[src/rtl/tsps_pkg.sv]
// Package for the time-slot phase scheduler: item types, register map,
// state encoding and sizing constants. No dependencies.
`default_nettype none

package tsps_pkg;

    // Sizing
    localparam int MAX_MODULES_DEF = 4;
    localparam int SLOT_REGS       = 4;
    localparam int DIVIDEND_W      = 32;
    localparam int ROUND_W         = 18;
    localparam int PADDR_W         = 5;

    localparam logic [15:0] ALIGN_PERIOD_RST = 16'd1000;

    // Register indexes (paddr[4:2])
    localparam logic [2:0] REG_MODULE_COUNT = 3'd0;
    localparam logic [2:0] REG_SLOT_LEN_0   = 3'd1;
    localparam logic [2:0] REG_SLOT_LEN_1   = 3'd2;
    localparam logic [2:0] REG_SLOT_LEN_2   = 3'd3;
    localparam logic [2:0] REG_SLOT_LEN_3   = 3'd4;
    localparam logic [2:0] REG_ALIGN_PERIOD = 3'd5;
    localparam logic [2:0] REG_CLOCK_SKEW   = 3'd6;

    typedef struct packed {
        logic [31:0] mono_ms;
        logic [26:0] day_ms;
    } t_in_item;

    typedef struct packed {
        logic [1:0]  phase;
        logic [15:0] slot_ms;
        logic        phase_changed;
        logic [1:0]  old_phase;
        logic        aligned;
        logic        first_phase;
        logic        idle;
    } t_out_item;

    typedef enum logic [2:0] {
        ST_IDLE,
        ST_PREP,
        ST_DIV,
        ST_SEARCH,
        ST_FIN
    } t_state;

endpackage

`default_nettype wire

[src/rtl/time_slot_phase_scheduler_unit.sv]
// Top level of the time-slot phase scheduler: APB register file, sequencer,
// slot search and output register. Depends on tsps_pkg and tsps_mod_unit.
//
// Each input item is one phase-end event. The block answers with exactly one
// result item: it either advances the round-robin phase and reports the next
// slot length, or, on the first event and whenever more than align_period_ms
// has passed, realigns the phase to (day_ms + clock_skew_ms) modulo the round
// length and reports the time left in that slot. From acceptance to the result
// register an item passes a setup state, the bit-serial modulo unit (one
// dividend bit per cycle), a slot walk of up to three steps and a finish
// state. Events with no modules or a zero round skip the modulo unit and
// the slot walk and give an idle result. One item is in work at a time; a
// new item is accepted while the previous result still waits in the output
// register, and the finish state holds until that register is free.
`default_nettype none

module time_slot_phase_scheduler_unit
    import tsps_pkg::*;
#(
    parameter int P_MAX_MODULES = MAX_MODULES_DEF
) (
    input  wire logic               i_clk,
    input  wire logic               i_rst_n,
    // Event input
    input  wire logic               i_in_valid,
    output logic                    o_in_stall,
    input  wire t_in_item           i_in_data,
    // Result output
    output logic                    o_out_valid,
    input  wire logic               i_out_stall,
    output t_out_item               o_out_data,
    // Configuration
    input  wire logic               psel,
    input  wire logic               penable,
    input  wire logic               pwrite,
    input  wire logic [PADDR_W-1:0] paddr,
    input  wire logic [31:0]        pwdata,
    output logic [31:0]             prdata,
    output logic                    pready
);

    localparam int LP_CAP = (P_MAX_MODULES < SLOT_REGS) ? P_MAX_MODULES : SLOT_REGS;

    // Configuration registers
    logic [2:0]  r_module_count;
    logic [15:0] r_slot_len_0;
    logic [15:0] r_slot_len_1;
    logic [15:0] r_slot_len_2;
    logic [15:0] r_slot_len_3;
    logic [15:0] r_align_period;
    logic [15:0] r_clock_skew;

    // Scheduler state
    logic [1:0]  r_cur_phase;
    logic [31:0] r_last_align;
    logic        r_aligned_before;

    // Per-item work registers
    t_state               r_state;
    t_state               n_state;
    logic [31:0]          r_mono;
    logic [26:0]          r_day;
    logic [2:0]           r_n;
    logic                 r_idle;
    logic                 r_do_align;
    logic [1:0]           r_next_adv;
    logic [15:0]          r_dur_adv;
    logic [ROUND_W-1:0]   r_into;
    logic [1:0]           r_cph;
    logic [ROUND_W-1:0]   r_acc;
    logic [15:0]          r_sq [SLOT_REGS-1];

    // Output register
    logic                 r_out_valid;
    t_out_item            r_out_data;

    logic [2:0]           w_idx;
    logic                 w_wr;
    logic [2:0]           w_n;
    logic [ROUND_W-1:0]   w_round;
    logic [31:0]          w_point;
    logic [2:0]           w_adv;
    logic [1:0]           w_next_adv;
    logic [15:0]          w_dur_adv;
    logic                 w_div_start;
    logic                 w_div_done;
    logic [ROUND_W-1:0]   w_div_rem;
    logic                 w_step;
    logic [ROUND_W-1:0]   w_diff;
    logic [15:0]          w_remaining;
    logic [1:0]           w_new_phase;
    logic [15:0]          w_new_dur;
    logic                 w_in_acc;
    logic                 w_out_load;
    t_out_item            w_out_item;

    assign w_idx  = paddr[4:2];
    assign w_wr   = psel && penable && pwrite;
    assign pready = 1'b1;

    // Register writes
    always_ff @(posedge i_clk) begin
        if (!i_rst_n) begin
            r_module_count <= '0;
            r_slot_len_0   <= '0;
            r_slot_len_1   <= '0;
            r_slot_len_2   <= '0;
            r_slot_len_3   <= '0;
            r_align_period <= ALIGN_PERIOD_RST;
            r_clock_skew   <= '0;
        end else if (w_wr) begin
            case (w_idx)
                REG_MODULE_COUNT: r_module_count <= pwdata[2:0];
                REG_SLOT_LEN_0:   r_slot_len_0   <= pwdata[15:0];
                REG_SLOT_LEN_1:   r_slot_len_1   <= pwdata[15:0];
                REG_SLOT_LEN_2:   r_slot_len_2   <= pwdata[15:0];
                REG_SLOT_LEN_3:   r_slot_len_3   <= pwdata[15:0];
                REG_ALIGN_PERIOD: r_align_period <= pwdata[15:0];
                REG_CLOCK_SKEW:   r_clock_skew   <= pwdata[15:0];
                default: ;
            endcase
        end
    end

    // Register reads
    always_comb begin
        case (w_idx)
            REG_MODULE_COUNT: prdata = {29'd0, r_module_count};
            REG_SLOT_LEN_0:   prdata = {16'd0, r_slot_len_0};
            REG_SLOT_LEN_1:   prdata = {16'd0, r_slot_len_1};
            REG_SLOT_LEN_2:   prdata = {16'd0, r_slot_len_2};
            REG_SLOT_LEN_3:   prdata = {16'd0, r_slot_len_3};
            REG_ALIGN_PERIOD: prdata = {16'd0, r_align_period};
            REG_CLOCK_SKEW:   prdata = {16'd0, r_clock_skew};
            default:          prdata = '0;
        endcase
    end

    // Setup: module count, round length, skewed time of day, plain advance
    assign w_n = (r_module_count > 3'(LP_CAP)) ? 3'(LP_CAP) : r_module_count;

    assign w_round = ((w_n > 3'd0) ? ROUND_W'(r_slot_len_0) : '0)
                   + ((w_n > 3'd1) ? ROUND_W'(r_slot_len_1) : '0)
                   + ((w_n > 3'd2) ? ROUND_W'(r_slot_len_2) : '0)
                   + ((w_n > 3'd3) ? ROUND_W'(r_slot_len_3) : '0);

    assign w_point = {5'd0, r_day} + {{16{r_clock_skew[15]}}, r_clock_skew};

    assign w_adv      = {1'b0, r_cur_phase} + 3'd1;
    assign w_next_adv = (w_adv >= w_n) ? 2'd0 : w_adv[1:0];

    always_comb begin
        case (w_next_adv)
            2'd0:    w_dur_adv = r_slot_len_0;
            2'd1:    w_dur_adv = r_slot_len_1;
            2'd2:    w_dur_adv = r_slot_len_2;
            default: w_dur_adv = r_slot_len_3;
        endcase
    end

    // Modulo of the skewed time of day by the round length
    tsps_mod_unit u_mod (
        .i_clk      (i_clk),
        .i_rst_n    (i_rst_n),
        .i_start    (w_div_start),
        .i_dividend (w_point),
        .i_divisor  (w_round),
        .o_done     (w_div_done),
        .o_rem      (w_div_rem)
    );

    // Slot walk: step while a later slot exists and the prefix sum is short
    assign w_step = ({1'b0, r_cph} + 3'd1 < r_n) && (r_acc < r_into);

    // Finish: time left in the located slot, saturated to 16 bits
    assign w_diff      = r_acc - r_into;
    assign w_remaining = (r_acc < r_into) ? 16'd0 :
                         (w_diff > ROUND_W'(16'hFFFF)) ? 16'hFFFF : w_diff[15:0];
    assign w_new_phase = r_do_align ? r_cph : r_next_adv;
    assign w_new_dur   = r_do_align ? w_remaining : r_dur_adv;

    // Assemble the result item of the finish cycle
    always_comb begin
        w_out_item = '0;
        if (r_idle) begin
            w_out_item.idle = 1'b1;
        end else begin
            w_out_item.phase         = w_new_phase;
            w_out_item.slot_ms       = w_new_dur;
            w_out_item.phase_changed = (w_new_phase != r_cur_phase);
            w_out_item.old_phase     = r_cur_phase;
            w_out_item.aligned       = r_do_align;
            w_out_item.first_phase   = (w_new_phase == 2'd0);
        end
    end

    // State register
    always_ff @(posedge i_clk) begin
        if (!i_rst_n) begin
            r_state <= ST_IDLE;
        end else begin
            r_state <= n_state;
        end
    end

    // Next state and handshake controls
    always_comb begin
        n_state     = r_state;
        o_in_stall  = 1'b1;
        w_div_start = 1'b0;
        w_out_load  = 1'b0;
        case (r_state)
            ST_IDLE: begin
                o_in_stall = 1'b0;
                if (i_in_valid) begin
                    n_state = ST_PREP;
                end
            end
            ST_PREP: begin
                if (w_n == 3'd0 || w_round == '0) begin
                    n_state = ST_FIN;
                end else begin
                    w_div_start = 1'b1;
                    n_state     = ST_DIV;
                end
            end
            ST_DIV: begin
                if (w_div_done) begin
                    n_state = ST_SEARCH;
                end
            end
            ST_SEARCH: begin
                if (!w_step) begin
                    n_state = ST_FIN;
                end
            end
            ST_FIN: begin
                if (!r_out_valid || !i_out_stall) begin
                    w_out_load = 1'b1;
                    n_state    = ST_IDLE;
                end
            end
            default: n_state = ST_IDLE;
        endcase
    end

    assign w_in_acc = i_in_valid && !o_in_stall;

    // Per-item datapath
    always_ff @(posedge i_clk) begin
        if (w_in_acc) begin
            r_mono <= i_in_data.mono_ms;
            r_day  <= i_in_data.day_ms;
        end
        if (r_state == ST_PREP) begin
            r_n        <= w_n;
            r_idle     <= (w_n == 3'd0) || (w_round == '0);
            r_do_align <= !r_aligned_before || ((r_mono - r_last_align) > {16'd0, r_align_period});
            r_next_adv <= w_next_adv;
            r_dur_adv  <= w_dur_adv;
            r_cph      <= 2'd0;
            r_acc      <= ROUND_W'(r_slot_len_0);
            r_sq[0]    <= r_slot_len_1;
            r_sq[1]    <= r_slot_len_2;
            r_sq[2]    <= r_slot_len_3;
        end
        if (r_state == ST_DIV && w_div_done) begin
            r_into <= w_div_rem;
        end
        // Advance one slot and shift the queue of remaining lengths
        if (r_state == ST_SEARCH && w_step) begin
            r_cph   <= r_cph + 2'd1;
            r_acc   <= r_acc + ROUND_W'(r_sq[0]);
            r_sq[0] <= r_sq[1];
            r_sq[1] <= r_sq[2];
            r_sq[2] <= '0;
        end
        if (w_out_load) begin
            r_out_data <= w_out_item;
        end
    end

    // Scheduler state update at result time
    always_ff @(posedge i_clk) begin
        if (!i_rst_n) begin
            r_cur_phase      <= '0;
            r_last_align     <= '0;
            r_aligned_before <= 1'b0;
        end else if (w_out_load) begin
            if (r_idle) begin
                if (r_n == 3'd0) begin
                    r_cur_phase <= '0;
                end
            end else begin
                r_cur_phase <= w_new_phase;
                if (r_do_align) begin
                    r_last_align     <= r_mono;
                    r_aligned_before <= 1'b1;
                end
            end
        end
    end

    // Output valid: set on load, drop when taken
    always_ff @(posedge i_clk) begin
        if (!i_rst_n) begin
            r_out_valid <= 1'b0;
        end else if (w_out_load) begin
            r_out_valid <= 1'b1;
        end else if (!i_out_stall) begin
            r_out_valid <= 1'b0;
        end
    end

    assign o_out_valid = r_out_valid;
    assign o_out_data  = r_out_data;

    // Checks
    a_div_done_in_div: assert property (@(posedge i_clk) disable iff (!i_rst_n)
        w_div_done |-> r_state == ST_DIV)
        else $error("modulo result outside divide state");

    a_accept_to_prep: assert property (@(posedge i_clk) disable iff (!i_rst_n)
        w_in_acc |=> r_state == ST_PREP)
        else $error("accepted item did not enter setup");

    a_idle_fields_zero: assert property (@(posedge i_clk) disable iff (!i_rst_n)
        (o_out_valid && o_out_data.idle) |->
        (o_out_data.phase == 2'd0 && o_out_data.slot_ms == 16'd0 &&
         !o_out_data.aligned && !o_out_data.phase_changed))
        else $error("idle result carries nonzero fields");

    a_phase_changed: assert property (@(posedge i_clk) disable iff (!i_rst_n)
        o_out_valid |->
        o_out_data.phase_changed == (o_out_data.phase != o_out_data.old_phase))
        else $error("phase_changed inconsistent with phases");

    a_first_phase: assert property (@(posedge i_clk) disable iff (!i_rst_n)
        (o_out_valid && !o_out_data.idle) |->
        o_out_data.first_phase == (o_out_data.phase == 2'd0))
        else $error("first_phase inconsistent with phase");

endmodule

`default_nettype wire

[src/rtl/tsps_mod_unit.sv]
// Bit-serial restoring remainder unit: dividend modulo divisor, one
// dividend bit per cycle. Depends on tsps_pkg.
`default_nettype none

module tsps_mod_unit
    import tsps_pkg::*;
(
    input  wire logic                  i_clk,
    input  wire logic                  i_rst_n,
    input  wire logic                  i_start,
    input  wire logic [DIVIDEND_W-1:0] i_dividend,
    input  wire logic [ROUND_W-1:0]    i_divisor,
    output logic                       o_done,
    output logic [ROUND_W-1:0]         o_rem
);

    localparam int CNT_W = $clog2(DIVIDEND_W);

    logic                  r_busy;
    logic                  r_done;
    logic [CNT_W-1:0]      r_cnt;
    logic [DIVIDEND_W-1:0] r_shift;
    logic [ROUND_W-1:0]    r_rem;
    logic [ROUND_W-1:0]    r_divisor;

    logic [ROUND_W:0]      w_trial;
    logic [ROUND_W:0]      w_diff;

    // Bring in the next dividend bit and try one subtraction
    assign w_trial = {r_rem, r_shift[DIVIDEND_W-1]};
    assign w_diff  = w_trial - {1'b0, r_divisor};

    // Control: busy while every dividend bit is shifted through, pulse done after the last
    always_ff @(posedge i_clk) begin
        if (!i_rst_n) begin
            r_busy <= 1'b0;
            r_done <= 1'b0;
            r_cnt  <= '0;
        end else begin
            r_done <= 1'b0;
            if (i_start) begin
                r_busy <= 1'b1;
                r_cnt  <= '0;
            end else if (r_busy) begin
                r_cnt <= r_cnt + 1'b1;
                if (r_cnt == CNT_W'(DIVIDEND_W - 1)) begin
                    r_busy <= 1'b0;
                    r_done <= 1'b1;
                end
            end
        end
    end

    // Datapath: shift the dividend out, keep the partial remainder
    always_ff @(posedge i_clk) begin
        if (i_start) begin
            r_shift   <= i_dividend;
            r_rem     <= '0;
            r_divisor <= i_divisor;
        end else if (r_busy) begin
            r_shift <= {r_shift[DIVIDEND_W-2:0], 1'b0};
            if (w_trial >= {1'b0, r_divisor}) begin
                r_rem <= w_diff[ROUND_W-1:0];
            end else begin
                r_rem <= w_trial[ROUND_W-1:0];
            end
        end
    end

    assign o_done = r_done;
    assign o_rem  = r_rem;

endmodule

`default_nettype wire

[config.mk]
export PLATFORM = sky130hd
export DESIGN_NAME = time_slot_phase_scheduler_unit
export DESIGN_NICKNAME = d
export VERILOG_FILES = /design/src/rtl/tsps_pkg.sv /design/src/rtl/time_slot_phase_scheduler_unit.sv /design/src/rtl/tsps_mod_unit.sv
export SDC_FILE = /design/constraint.sdc
export NUM_CORES = 1
export LEC_CHECK = 0
export BUFFER_PORTS_ARGS = -buffer_cell sky130_fd_sc_hd__buf_4
export CORE_AREA = 2 2 228 185
export CTS_CLUSTER_SIZE = 12
export DETAILED_ROUTE_END_ITERATION = 8
export DIE_AREA = 0 0 230 187
export PLACE_DENSITY_LB_ADDON = 0.2
export RECOVER_POWER = 100
export SLEW_MARGIN = 20
export SYNTH_ARGS = -nofsm -noshare
export SYNTH_HDL_FRONTEND = slang
export SYNTH_HIERARCHICAL = 1
export SYNTH_SLANG_ARGS = --single-unit
[constraint.sdc]
create_clock -name i_clk -period 8.1 [get_ports i_clk]
set_clock_uncertainty 0.15 [all_clocks]
set_input_delay 1.215 -clock i_clk [delete_from_list [all_inputs] [get_ports i_clk]]
set_output_delay 1.215 -clock i_clk [all_outputs]
set_load 0.01 [all_outputs]
==> After elaboration in Yosys (flattened, before gate mapping) <==
Memory sizes are Yosys's and may differ from the RTL's.
Cells that the tools add are included.
{ "word_totals": {"reg_bits": 357, "ram_bits": 48, "in_bits": 103, "out_inout_bits": 59, "elab_cells": 164, "mem_count": 1} }
{ "classes": {"n_addsub": 12, "order_cmp": 11, "eq_ne": 20, "muxes": 46, "bitwise_logic": 6, "reduce_logical": 33} }
{ "mem_list": {"columns": ["memory", "words", "word_bits", "read_ports", "rd_clocked_by_memory_dff", "wr", "line_no", "source"], "rows": [
  ["r_sq", 3, 16, 3, 0, 3, "time_slot_phase_scheduler_unit.sv:71", "logic [15:0] r_sq [SLOT_REGS-1];"]
]} }
{ "ops": {"columns": ["cell", "count"], "rows": [
  ["2-to-1 mux 16 bit", 10],
  ["one-hot mux 16 bit (7 select lines)", 1],
  ["2-to-1 mux 32 bit", 2],
  ["2-to-1 mux 18 bit", 3],
  ["one-hot mux 16 bit (3 select lines)", 1],
  ["adder 18 x 16 -> 18 bit", 2],
  ["subtractor 18 bit", 2],
  ["> comparator 32 x 16 -> 1 bit", 1],
  ["subtractor 32 bit", 1],
  ["adder 28 x 16 -> 29 bit", 1],
  [">= comparator 19 x 18 -> 1 bit", 1],
  ["adder 17 x 16 -> 18 bit", 1],
  ["> comparator 18 x 16 -> 1 bit, second input constant", 1],
  ["logical NOT 18 bit", 1],
  ["less-than comparator 18 bit", 1],
  ["2-to-1 mux 3 bit", 6],
  ["adder 16 x 16 -> 17 bit", 1],
  ["2-to-1 mux 1 bit", 16],
  ["AND reduction 2 bit", 8],
  ["one-hot mux 3 bit (5 select lines)", 1],
  ["== test 3 x 2 -> 1 bit, second input constant", 4],
  ["== test 3 bit, second input constant", 4],
  ["logical NOT 3 bit", 4],
  ["2-to-1 mux 2 bit", 6],
  ["other kinds (26)", 49]
]} }

==> Logic depth before layout (Yosys ltp) <==
Gate-level depths: netlist (run 1).
{ "depth": {"depth_word": 12, "mapped_depth": 24} }

==> Modules after synthesis <==
The synthesis (run 1) kept the hierarchy.
{ "modules_own_cells": {"columns": ["mod", "n_inst", "cells_each", "area_each_um2", "seq_area_each_um2"], "rows": [
  ["time_slot_phase_scheduler_unit", 1, 2220, 20131.8, 8528.2],
  ["tsps_mod_unit", 1, 371, 4051.4, 2001.9]
]} }

==> Worst setup path after synthesis (run 1) <==
Ideal clock, no wire load.
{ "synth_timing": {"path_kind": "register to register", "from": "register r_module_count[2]", "to": "register u_mod.r_shift[0] (enable)", "setup_ns": 0.375, "t_arrival_ns": 6.714, "setup_slack_ns": 0.861, "stages_incl_launch_ff": 23, "period_less_slack_ns": 7.239, "path_cell_list": "dfxtp_1 > clkbuf_1 > or3_1 > clkbuf_1 > and2_1 > fa_1 > inv_1 > fa_1 > inv_1 > ha_1 > a211oi_1 > o21ai_0 > and4_1 > nor3_1 > o311ai_0 > a21oi_1 > xnor2_1 > nand2_1 > o21ai_2 > nor3_1 > clkbuf_1 > clkbuf_1 > or2_2"} }
{ "synth_between": {"elab_chain_len": 12, "word_cells_on_any_way": 19} }
{ "synth_rtl": {"columns": ["element", "line_no", "source"], "rows": [
  ["from (decl)", "time_slot_phase_scheduler_unit.sv:45", "logic [2:0] r_module_count;"],
  ["from (signal assigned)", "time_slot_phase_scheduler_unit.sv:113", "REG_MODULE_COUNT: r_module_count <= pwdata[2:0];"],
  ["> comparator 3 bit", "time_slot_phase_scheduler_unit.sv:140", "assign w_n = (r_module_count > 3'(LP_CAP)) ? 3'(LP_CAP) : r_module_count;"],
  ["2-to-1 mux 3 bit (*)", "time_slot_phase_scheduler_unit.sv:140", null],
  ["> comparator 3 x 1 -> 1 bit, on equally long branches", "time_slot_phase_scheduler_unit.sv:142, time_slot_phase_scheduler_unit.sv:143", null],
  ["2-to-1 mux 16 bit, on equally long branches", "time_slot_phase_scheduler_unit.sv:142, time_slot_phase_scheduler_unit.sv:143", null],
  ["adder 16 x 16 -> 17 bit", "time_slot_phase_scheduler_unit.sv:143", "+ ((w_n > 3'd1) ? ROUND_W'(r_slot_len_1) : '0)"],
  ["adder 17 x 16 -> 18 bit", "time_slot_phase_scheduler_unit.sv:144", "+ ((w_n > 3'd2) ? ROUND_W'(r_slot_len_2) : '0)"],
  ["adder 18 x 16 -> 18 bit", "time_slot_phase_scheduler_unit.sv:145", "+ ((w_n > 3'd3) ? ROUND_W'(r_slot_len_3) : '0);"],
  ["logical NOT 18 bit", "time_slot_phase_scheduler_unit.sv:220", "if (w_n == 3'd0 || w_round == '0) begin"],
  ["logical OR 1 bit (*)", "time_slot_phase_scheduler_unit.sv:220", null],
  ["2-to-1 mux 1 bit (*)", "time_slot_phase_scheduler_unit.sv:220", null],
  ["2-to-1 mux 1 bit (*)", "time_slot_phase_scheduler_unit.sv:212", "case (r_state)"],
  ["via w_div_start", "time_slot_phase_scheduler_unit.sv:85", "logic w_div_start;"],
  ["nonzero test 2 bit (no source line) (*)", null, null],
  ["to (signal assigned)", "tsps_mod_unit.sv:57", "r_shift <= i_dividend;"],
  ["to (signal assigned)", "tsps_mod_unit.sv:61", "r_shift <= {r_shift[DIVIDEND_W-2:0], 1'b0};"],
  ["to (decl)", "tsps_mod_unit.sv:22", "logic [DIVIDEND_W-1:0] r_shift;"]
]} }
Mark *: on every way through the listed nets, which the timed path passes. The rest lies on a longest branch.
A chain may end at the register's enable or synchronous reset.

==> Worst setup path after layout (run 1) <==
{ "layout_timing": {"from": "register r_module_count[2]", "to": "register u_mod.r_shift[14], data pin"} }
{ "layout_between": {"elab_chain_len": 12, "word_cells_on_any_way": 19} }
{ "layout_rtl": {"columns": ["element", "line_no", "source"], "rows": [
  ["> comparator 3 bit", "time_slot_phase_scheduler_unit.sv:140", null],
  ["2-to-1 mux 3 bit (*)", "time_slot_phase_scheduler_unit.sv:140", null],
  ["> comparator 3 x 1 -> 1 bit, on equally long branches", "time_slot_phase_scheduler_unit.sv:142, time_slot_phase_scheduler_unit.sv:143", null],
  ["2-to-1 mux 16 bit, on equally long branches", "time_slot_phase_scheduler_unit.sv:142, time_slot_phase_scheduler_unit.sv:143", null],
  ["adder 16 x 16 -> 17 bit", "time_slot_phase_scheduler_unit.sv:143", null],
  ["adder 17 x 16 -> 18 bit", "time_slot_phase_scheduler_unit.sv:144", null],
  ["adder 18 x 16 -> 18 bit (*)", "time_slot_phase_scheduler_unit.sv:145", null],
  ["via w_round[5]", "time_slot_phase_scheduler_unit.sv:80", "logic [ROUND_W-1:0] w_round;"],
  ["logical NOT 18 bit (*)", "time_slot_phase_scheduler_unit.sv:220", null],
  ["logical OR 1 bit (*)", "time_slot_phase_scheduler_unit.sv:220", null],
  ["2-to-1 mux 1 bit (*)", "time_slot_phase_scheduler_unit.sv:220", null],
  ["2-to-1 mux 1 bit (*)", "time_slot_phase_scheduler_unit.sv:212", null],
  ["via w_div_start", "time_slot_phase_scheduler_unit.sv:85", null],
  ["2-to-1 mux 32 bit (*)", "tsps_mod_unit.sv:56", "if (i_start) begin"]
]} }
Marked as above.

==> impl_summary.txt, run 1 <==
----------------------------------------------------
[Status]
  Outcome ... finished, violations left
  Violations in the final reports ... capacitance limit, slew limit

[Power]
  Sw power ... 1.08 mW
  Relative contribution of combinational cells to total power ... 0.083
  Reported leakage power ... 10.5 nW
  Power Dens Cells ... 172 mW/mm^2
  Proportion of power drawn by flip-flops and latches ... 0.491
  Clock power frac ... 0.425
  Fraction of power spent switching nets ... 0.236
  Peak supply drop ... 202 uV
  Total power draw ... 4.59 mW
  Cell Int Power ... roughly 3.5 mW

[Synthesis]
  Count of unique library cells instantiated by Yosys ... 90
  Synth Instances ... 2591
  Fraction of synthesized area in multiplexers ... 0.0407
  Ranking of synthesized cells by instance count ... sky130_fd_sc_hd__nand2_1 (466), sky130_fd_sc_hd__a21oi_1 (252), sky130_fd_sc_hd__edfxtp_1 (242)
  Main combinational cell family by area after synthesis ... compound AO/OA/AOI/OAI gates
  Post-synth top flop ... sky130_fd_sc_hd__edfxtp_1
  Count of flip-flops with a built-in enable after synthesis ... 242
  Yosys warning count ... 6
  Proportion of netlist area held by the largest area contributor ... 0.300
  Syn Std Cell Area ... 0.0242 sq mm
  Synth Register Bits ... 405
  Sequential area share after synthesis ... 0.435
  Compound-gate portion of the synthesized area ... 0.165
  Most frequent cell after synthesis ... sky130_fd_sc_hd__nand2_1
  Post-synthesis xor/xnor area fraction ... 0.0369
  Adder-cell share of the synthesized area ... 0.110
  Synthesized area per cell ... 9.33 sq um
  Area fraction in and, or, nand and nor cells after synthesis ... 0.160
  Asr flop ratio synth ... 0
  Synth area leader ... sky130_fd_sc_hd__edfxtp_1
  Dominant cells by area after synthesis ... sky130_fd_sc_hd__edfxtp_1 (30%), sky130_fd_sc_hd__dfxtp_1 (13%), sky130_fd_sc_hd__ha_1 (7.9%)

[Clock network]
  H-tree depth reported by CTS ... 2
  Clock slew seen by the registers of the worst setup and hold paths ... roughly 60 ps
  CTS resizes ... 0
  Clock latency reported for the late side of the worst-skew pair ... between 500 and 600 ps
  Count of clock tree sinks ... 405
  Max Root-Sink Buffers ... 3
  Post-CTS setup buffer count ... 0
  TritonCTS buffer count ... 43
  Root cell of the clock tree ... sky130_fd_sc_hd__clkbuf_16
  CTS tree ... done
  Hold-fix buffer count after cts ... 0

[Critical path]
  Setup Crit Path Kind ... reg2reg
  Sort of element at the end of the critical path ... register
  Longest individual stage delay on the worst path ... 530 ps
  CP arrival ... 7200 ps
  Critical path required time ... just over 8000 ps
  Startpoint types ... register
  Crit-path slowest cell ... sky130_fd_sc_hd__or3_1
  Critical path fanouts, max ... 25
  List of cells traversed by the critical path ... buf_4 -> or3_1 -> and2_0 -> fa_1 -> fa_1 -> ha_1 -> fa_1 -> a21o_1 -> a21oi_1 -> xnor2_1 -> or4_1 -> or4_1 -> or4_1 -> nor4_1 -> nand2_1 -> o21ai_2 -> nor3_1 -> clkbuf_1 -> mux2_2

[Cells and area]
  Synthesis-to-finish area growth ... 10.1%
  Fraction of final layout cells with drive strength greater than 1 ... 0.0907
  Filler Cell Count ... ~3400
  Final core area utilization ... 0.648
  Nets ... 2960
  Non-filler cells, final ... 3253
  Final design instance area without fill ... 0.0266 sq mm
  Antenna diode instance count ... 0

[Global routing]
  Sum of overflow across all layers after global routing ... 0
  Overall routing resource usage ... 0.296
  Pin count of the biggest net entering global routing ... 100
  Via count of the first global-routing pass ... 18400
  First-pass GRT wire length ... roughly 100 mm
  Number of antenna violations at the first check in global routing ... 3

[Floorplanning]
  Core outline area ... 0.0411 sq mm
  Initial cell density of the core ... 0.589
  Count of pins on the block boundary ... 162
  Overall die area ... 0.0430 sq mm
  Height of the die ... 187 um
  Site Rows ... 67
  Horizontal extent of the die ... about 230 um

[Placed design]
  HPWL reported at the end of detailed placement ... roughly 47 mm
  Placed inst area ... about 0.026 sq mm
  Port Buf Inserts ... between 100 and 150
  Place WS ... roughly 1300 ps
  Final estimated routing congestion in global placement ... ~0.96
  Placed cells ... ~3200

[Detailed routing]
  Residual DRC count ... 0
  Total number of vias ... 19600
  Count of routing violations after the opening detailed-route iteration ... around 1900
  Count of nets left with antenna violations after detail routing ... 0
  Detailed Routing Iterations Pass 1 ... 8
  Total length of routed wires ... 64.7 mm
  Vias/cell ... 6.01
  Routed wire per std cell ... 19.9 um

[Job]
  Max-cap violations ... 8

[STA]
  Final critical delay including setup and external delays ... 7040 ps
  WHS ... about 300 ps
  Number of failing hold endpoints at the final stage ... 0
  Fraction of the cycle the final worst path needs ... 0.869
  RSZ-0062 raised after global routing ... false
  Total Neg Setup Slack ... 0 ps
  Transition time of the tightest slew-check pin ... approximately 4400 ps
  Worst slew slack as a fraction of its limit ... -1.96
  Setup-failing EPs final ... 0
  Maximum clock rate ... 142 MHz
  Max Slew Vio Count ... approximately 440
  Crit path setup slack, layout ... 1060 ps

[Worst hold path]
  Class of the tightest hold or removal check ... reg2reg

----------------------------------------------------
worst max-delay path, delay by kind of cell, from the launching register on:
family | cells | cell delay, ps
compound gates | 3 | 670
mux | 1 | 440
buf+inv | 2 | 710
simple gates | 8 | 2690
fa+ha+maj | 4 | 1710
flops | 1 | 340
xor+xnor | 1 | 90
cell usage in the layout, fill, tap and decap left out, types with 39 or more instances in the layout:
cell / Yosys / routed
sky130_fd_sc_hd__ha_1: 152 / 152
sky130_fd_sc_hd__xnor2_1: 67 / 67
sky130_fd_sc_hd__clkbuf_4: 0 / 53
sky130_fd_sc_hd__dfxtp_1: 163 / 163
sky130_fd_sc_hd__clkbuf_16: 0 / 45
sky130_fd_sc_hd__o21ai_0: 88 / 88
sky130_fd_sc_hd__mux2_2: 63 / 62
sky130_fd_sc_hd__edfxtp_1: 242 / 242
sky130_fd_sc_hd__a21oi_1: 252 / 253
sky130_fd_sc_hd__a21o_1: 39 / 39
sky130_fd_sc_hd__clkbuf_1: 91 / 75
sky130_fd_sc_hd__inv_1: 178 / 178
sky130_fd_sc_hd__nand2_1: 466 / 466
sky130_fd_sc_hd__nor2_1: 144 / 142
sky130_fd_sc_hd__and2_1: 65 / 50
cells by family after synthesis:
kind of cell / count (synthesis)
other: 2
DFF: 405
AOI/OAI and AO/OA: 630
adders and majority gates: 190
and+or+nand+nor: 866
muxes: 88
xor gates and xnor gates: 102
buffers and inverters: 308
layout make-up:
class                   count  area [sq um]  share of cell area
multi-input cells        1893         12500               0.469
flip-flops and latches    405         10500               0.395
clock buffers              69          1310              0.0491
repair buffers            146           868              0.0326
well taps                 552           691              0.0259
inverters                 179           673              0.0253
clock inverters             9          85.1             0.00319
final timing paths:
check                                      start                            to  slack [ps]  cells past startpoint
setup / recovery  r_module_count[2]$_SDFFE_PN0P_   u_mod/r_shift[14]$_DFFE_PP_        1060                     19
hold reg to reg     r_last_align[3]$_SDFFE_PN0P_  r_last_align[3]$_SDFFE_PN0P_         300                      2
setup reg to reg  r_module_count[2]$_SDFFE_PN0P_   u_mod/r_shift[14]$_DFFE_PP_        1060                     19
hold / removal      r_last_align[3]$_SDFFE_PN0P_  r_last_align[3]$_SDFFE_PN0P_         300                      2
registers in the layout (all words and copies together) (netlist names), 2 cells and up:
register         flops
r_slot_len_3        16
r_module_count       3
r_n                  3
r_next_adv           2
u_mod/r_shift       32
r_cph                2
r_into              18
r_dur_adv           16
o_out_data          24
r_mono              32
r_slot_len_1        16
r_acc               18
u_mod/o_rem         18
u_mod/r_cnt          5
r_align_period      16
r_slot_len_0        16
r_last_align        32
r_day               27
r_cur_phase          2
r_clock_skew        16
r_state              3
u_mod/r_divisor     18
r_sq                48
r_slot_len_2        16
routing by layer:
metal | vias up | part of all wire | track usage
met4 | 4 | 0.032 | 0.0878
met2 | 855 | 0.42 | 0.429
met1 | 9278 | 0.44 | 0.439
li1 | 9266 | - | -
met3 | 155 | 0.11 | 0.0730
met5 | - | 0.00049 | 0
power by group through the flow:
stage	Clock, mW	Combinational, mW	Sequential (mW)
floorplan	0	0.259	2.29
global placement	0	0.370	2.30
detailed placement	0	0.381	2.30
CTS	1.98	0.385	2.25
global route	2.05	0.419	2.26
finish	1.95	0.382	2.26
(Power assumes the default switching activity.)
==> run 2, diff against run 1 <==
Settings changed: CORE_AREA 2 2 228 185 to 2 2 238 193, DIE_AREA 0 0 230 187 to 0 0 240 195, SYNTH_HIERARCHICAL 1 to default.
Clock period 8.1 ns to 8.3 ns, I/O delays scaled along.
==> impl_summary.txt, run 2 <==
----------------------------------------------------
[Status]
  Outcome ... finished, violations left
  Violations in the final reports ... capacitance limit, slew limit

[Clock network]
  CTS tree ... done
  Root cell of the clock tree ... sky130_fd_sc_hd__clkbuf_16
  Post-CTS setup buffer count ... 0 (unchanged)
  Hold-fix buffer count after cts ... 0 (unchanged)
  H-tree depth reported by CTS ... 2 (unchanged)
  TritonCTS buffer count ... 45 (+4.7%)
  Count of clock tree sinks ... 405 (unchanged)
  Max Root-Sink Buffers ... 3 (unchanged)
  CTS resizes ... 0 (unchanged)
  Clock latency reported for the late side of the worst-skew pair ... 580 ps (+20 ps)
  Clock slew seen by the registers of the worst setup and hold paths ... 60 ps (about the same)

[Detailed routing]
  Count of nets left with antenna violations after detail routing ... 0 (unchanged)
  Detailed Routing Iterations Pass 1 ... 6 (-2)
  Routed wire per std cell ... 19.9 um (about the same)
  Total length of routed wires ... 64.2 mm (-0.85%)
  Residual DRC count ... 0 (unchanged)
  Vias/cell ... 5.99 (-0.42%)
  Total number of vias ... 19300 (-1.2%)
  Count of routing violations after the opening detailed-route iteration ... 1941 (+2.5%)

[Synthesis]
  Sequential area share after synthesis ... 0.427 (-0.00859)
  Asr flop ratio synth ... 0 (unchanged)
  Synth area leader ... sky130_fd_sc_hd__edfxtp_1
  Post-synth top flop ... sky130_fd_sc_hd__edfxtp_1
  Most frequent cell after synthesis ... sky130_fd_sc_hd__nand2_1
  Count of flip-flops with a built-in enable after synthesis ... 242 (unchanged)
  Synth Instances ... 2504 (-3.4%)
  Synth Register Bits ... 405 (unchanged)
  Proportion of netlist area held by the largest area contributor ... 0.295 (-0.00593)
  Ranking of synthesized cells by instance count ... sky130_fd_sc_hd__nand2_1 (341), sky130_fd_sc_hd__edfxtp_1 (242), sky130_fd_sc_hd__dfxtp_1 (163)
  Count of unique library cells instantiated by Yosys ... 88 (-2.2%)
  Synthesized area per cell ... 9.85 sq um (+5.6%)
  Dominant cells by area after synthesis ... sky130_fd_sc_hd__edfxtp_1 (29%), sky130_fd_sc_hd__dfxtp_1 (13%), sky130_fd_sc_hd__ha_1 (7.7%)
  Syn Std Cell Area ... 0.0247 sq mm (+2.0%)
  Yosys warning count ... 0 (-6)

[Power]
  Cell Int Power ... 3.57 mW (+1.7%)
  Reported leakage power ... 10.7 nW (+2.0%)
  Sw power ... 1.20 mW (+11%)
  Fraction of power spent switching nets ... 0.252 (+0.0161)
  Clock power frac ... 0.403 (-0.022)
  Peak supply drop ... 173 uV (-14%)
  Relative contribution of combinational cells to total power ... 0.119 (+0.036)
  Total power draw ... 4.77 mW (+3.9%)
  Proportion of power drawn by flip-flops and latches ... 0.477 (-0.014)
  Power Dens Cells ... 176 mW/mm^2 (+1.9%)

[Cells and area]
  Synthesis-to-finish area growth ... 10.0% (about the same)
  Non-filler cells, final ... 3228 (-0.77%)
  Filler Cell Count ... 3763 (+11%)
  Largest register by flop count ... r_sq
  Antenna diode instance count ... 0 (unchanged)
  Nets ... 2882 (-2.6%)
  Most common library cell in the layout ignoring fill and taps ... sky130_fd_sc_hd__nand2_1
  Fraction of final layout cells with drive strength greater than 1 ... 0.0926 (+0.00186)
  Area of all sequential standard cells ... 0.0105 sq mm (unchanged)
  Commonest cells after routing, fill and taps aside ... sky130_fd_sc_hd__nand2_1 (340), sky130_fd_sc_hd__edfxtp_1 (242), sky130_fd_sc_hd__dfxtp_1 (163), sky130_fd_sc_hd__ha_1 (152), sky130_fd_sc_hd__nor2_1 (147)
  Max FFs per register ... 48 (unchanged)
  Multi-input combinational cell area ... 0.0130 sq mm (+4.5%)

[Critical path]
  List of cells traversed by the critical path ... clkbuf_1 -> or3_1 -> and2_0 -> fa_1 -> fa_1 -> ha_1 -> fa_1 -> a21o_1 -> a221oi_2 -> o31ai_1 -> a211oi_1 -> o211ai_1 -> or4_1 -> o211a_4 -> nand2_4 -> inv_4 -> mux2_1
  Critical path required time ... 8460 ps (+200 ps)
  Reg2reg path depth ... 17 (-2)
  Startpoint types ... register
  Critical path fanouts, max ... 62 (+150%)
  Crit-path slowest cell ... sky130_fd_sc_hd__clkbuf_1
  CP arrival ... 7280 ps (+80 ps)
  Longest individual stage delay on the worst path ... 830 ps (+300 ps)
  Setup Crit Path Kind ... reg2reg
  Sort of element at the end of the critical path ... register
  Crit-path most repeated cell ... sky130_fd_sc_hd__fa_1

[Placed design]
  Place WS ... 1810 ps (+510 ps)
  Placed cells ... 3145 (-0.94%)
  Final estimated routing congestion in global placement ... 0.938 (-2.4%)
  Port Buf Inserts ... 126 (unchanged)
  HPWL reported at the end of detailed placement ... 47.2 mm (-0.47%)

[Global routing]
  Pin count of the biggest net entering global routing ... 96 (-4.0%)
  Overall routing resource usage ... 0.274 (-0.0226)
  Sum of overflow across all layers after global routing ... 0 (unchanged)
  Via count of the first global-routing pass ... 18200 (-0.68%)
  First-pass GRT wire length ... 101 mm (+0.29%)
  Number of antenna violations at the first check in global routing ... 3 (unchanged)

[Floorplanning]
  Site Rows ... 69 (+3.0%)
  Core outline area ... 0.0442 sq mm (+7.6%)
  Horizontal extent of the die ... 240 um (+4.3%)
  Count of pins on the block boundary ... 162 (unchanged)
  Height of the die ... 195 um (+4.3%)
  Overall die area ... 0.0468 sq mm (+8.8%)
  Initial cell density of the core ... 0.558 (-0.0306)

[STA]
  Max Slew Vio Count ... 456 (+3.2%)
  Fraction of the cycle the final worst path needs ... 0.858 (-0.0110)
  Final critical delay including setup and external delays ... 7120 ps (+82.5 ps)
  Worst slew slack as a fraction of its limit ... -1.52 (+0.441)
  Maximum clock rate ... 140 MHz (-1.2%)
  Number of failing hold endpoints at the final stage ... 0 (unchanged)
  RSZ-0062 raised after global routing ... false
  WHS ... 317 ps (+15.0 ps)
  Transition time of the tightest slew-check pin ... 3780 ps (-661 ps)
  Crit path setup slack, layout ... 1180 ps (+118 ps)
  Setup-failing EPs final ... 0 (unchanged)
  Total Neg Setup Slack ... 0 ps (unchanged)

[Job]
  Max-cap violations ... 9 (+1)

[Worst hold path]
  Class of the tightest hold or removal check ... reg2reg
  Number of cells on the worst hold path ... 2 (unchanged)

----------------------------------------------------
run 2: changes by cell type after synthesis, sizes merged, moves of 14 or more:
cell    previous run  this run
nand2            467       342
mux2              63        91
nor2b             35        52
inv              178       139
a221o              1        15
a21oi            253       133
a21boi             6       129
run 2: path summary, 6_finish.rpt:
| kind | from | slack, ps | endpoint |
|---|---|---|---|
| max reg2reg | r_module_count[2]$_SDFFE_PN0P_ | 1180 | u_mod.r_shift[7]$_DFFE_PP_ |
| min | r_last_align[3]$_SDFFE_PN0P_ | 320 | r_last_align[3]$_SDFFE_PN0P_ |
| max | r_module_count[2]$_SDFFE_PN0P_ | 1180 | u_mod.r_shift[7]$_DFFE_PP_ |
| min reg2reg | r_last_align[3]$_SDFFE_PN0P_ | 320 | r_last_align[3]$_SDFFE_PN0P_ |
run 2: power by group through the flow:
stage / clock (mW) / combinational, mW / sequential (mW)
floorplan: 0 / 0.412 / 2.30
global placement: 0 / 0.550 / 2.31
detailed placement: 0 / 0.569 / 2.31
CTS: 1.96 / 0.573 / 2.27
global route: 2.05 / 0.633 / 2.29
finish: 1.93 / 0.569 / 2.28
run 2: logic make-up (layout without fill, tap and decap cells):
logic type | after synthesis | after routing | share of synthesized area
compound gates | 632 | 632 | 0.176
xor+xnor | 94 | 94 | 0.0334
fa+ha+maj | 190 | 190 | 0.108
buf+inv | 259 | 365 | 0.0438
flops | 405 | 405 | 0.427
mux | 127 | 127 | 0.0604
other cells | 2 | 17 | 0.000304
simple gates | 795 | 795 | 0.152
run 2: stage by stage:
stage / cell area, sq um / util
floorplan: 24700 / -
global placement: 26000 / 0.589
detailed placement: 26000 / 0.589
CTS: 27500 / 0.621
global route: 27100 / 0.614
finish: 27100 / 0.614
run 2: layer usage:
layer / GRT usage / wire length (um)
met1: 0.422 / 29800
met2: 0.395 / 27000
met3: 0.0476 / 6010
met4: 0.0709 / 1420
met5: 0 / 13
run 2: cell type report:
type                       instances  share of cell area
clock buffer                      71              0.0495
clock inverter                    11             0.00267
inverter                         140              0.0194
multi-input combinational       1855               0.480
sequential                       405               0.388
tap                              603              0.0278
timing repair buffer             143              0.0325
run 2: worst max-delay path, delay by kind of cell (launching register included):
family	cells	cell delay, ps
AO/OA/AOI/OAI	6	1650
adder cells (fa/ha/maj)	4	1610
buffers and inverters	2	1110
flip-flops	1	300
multiplexers	1	430
AND/OR/NAND/NOR	4	1570
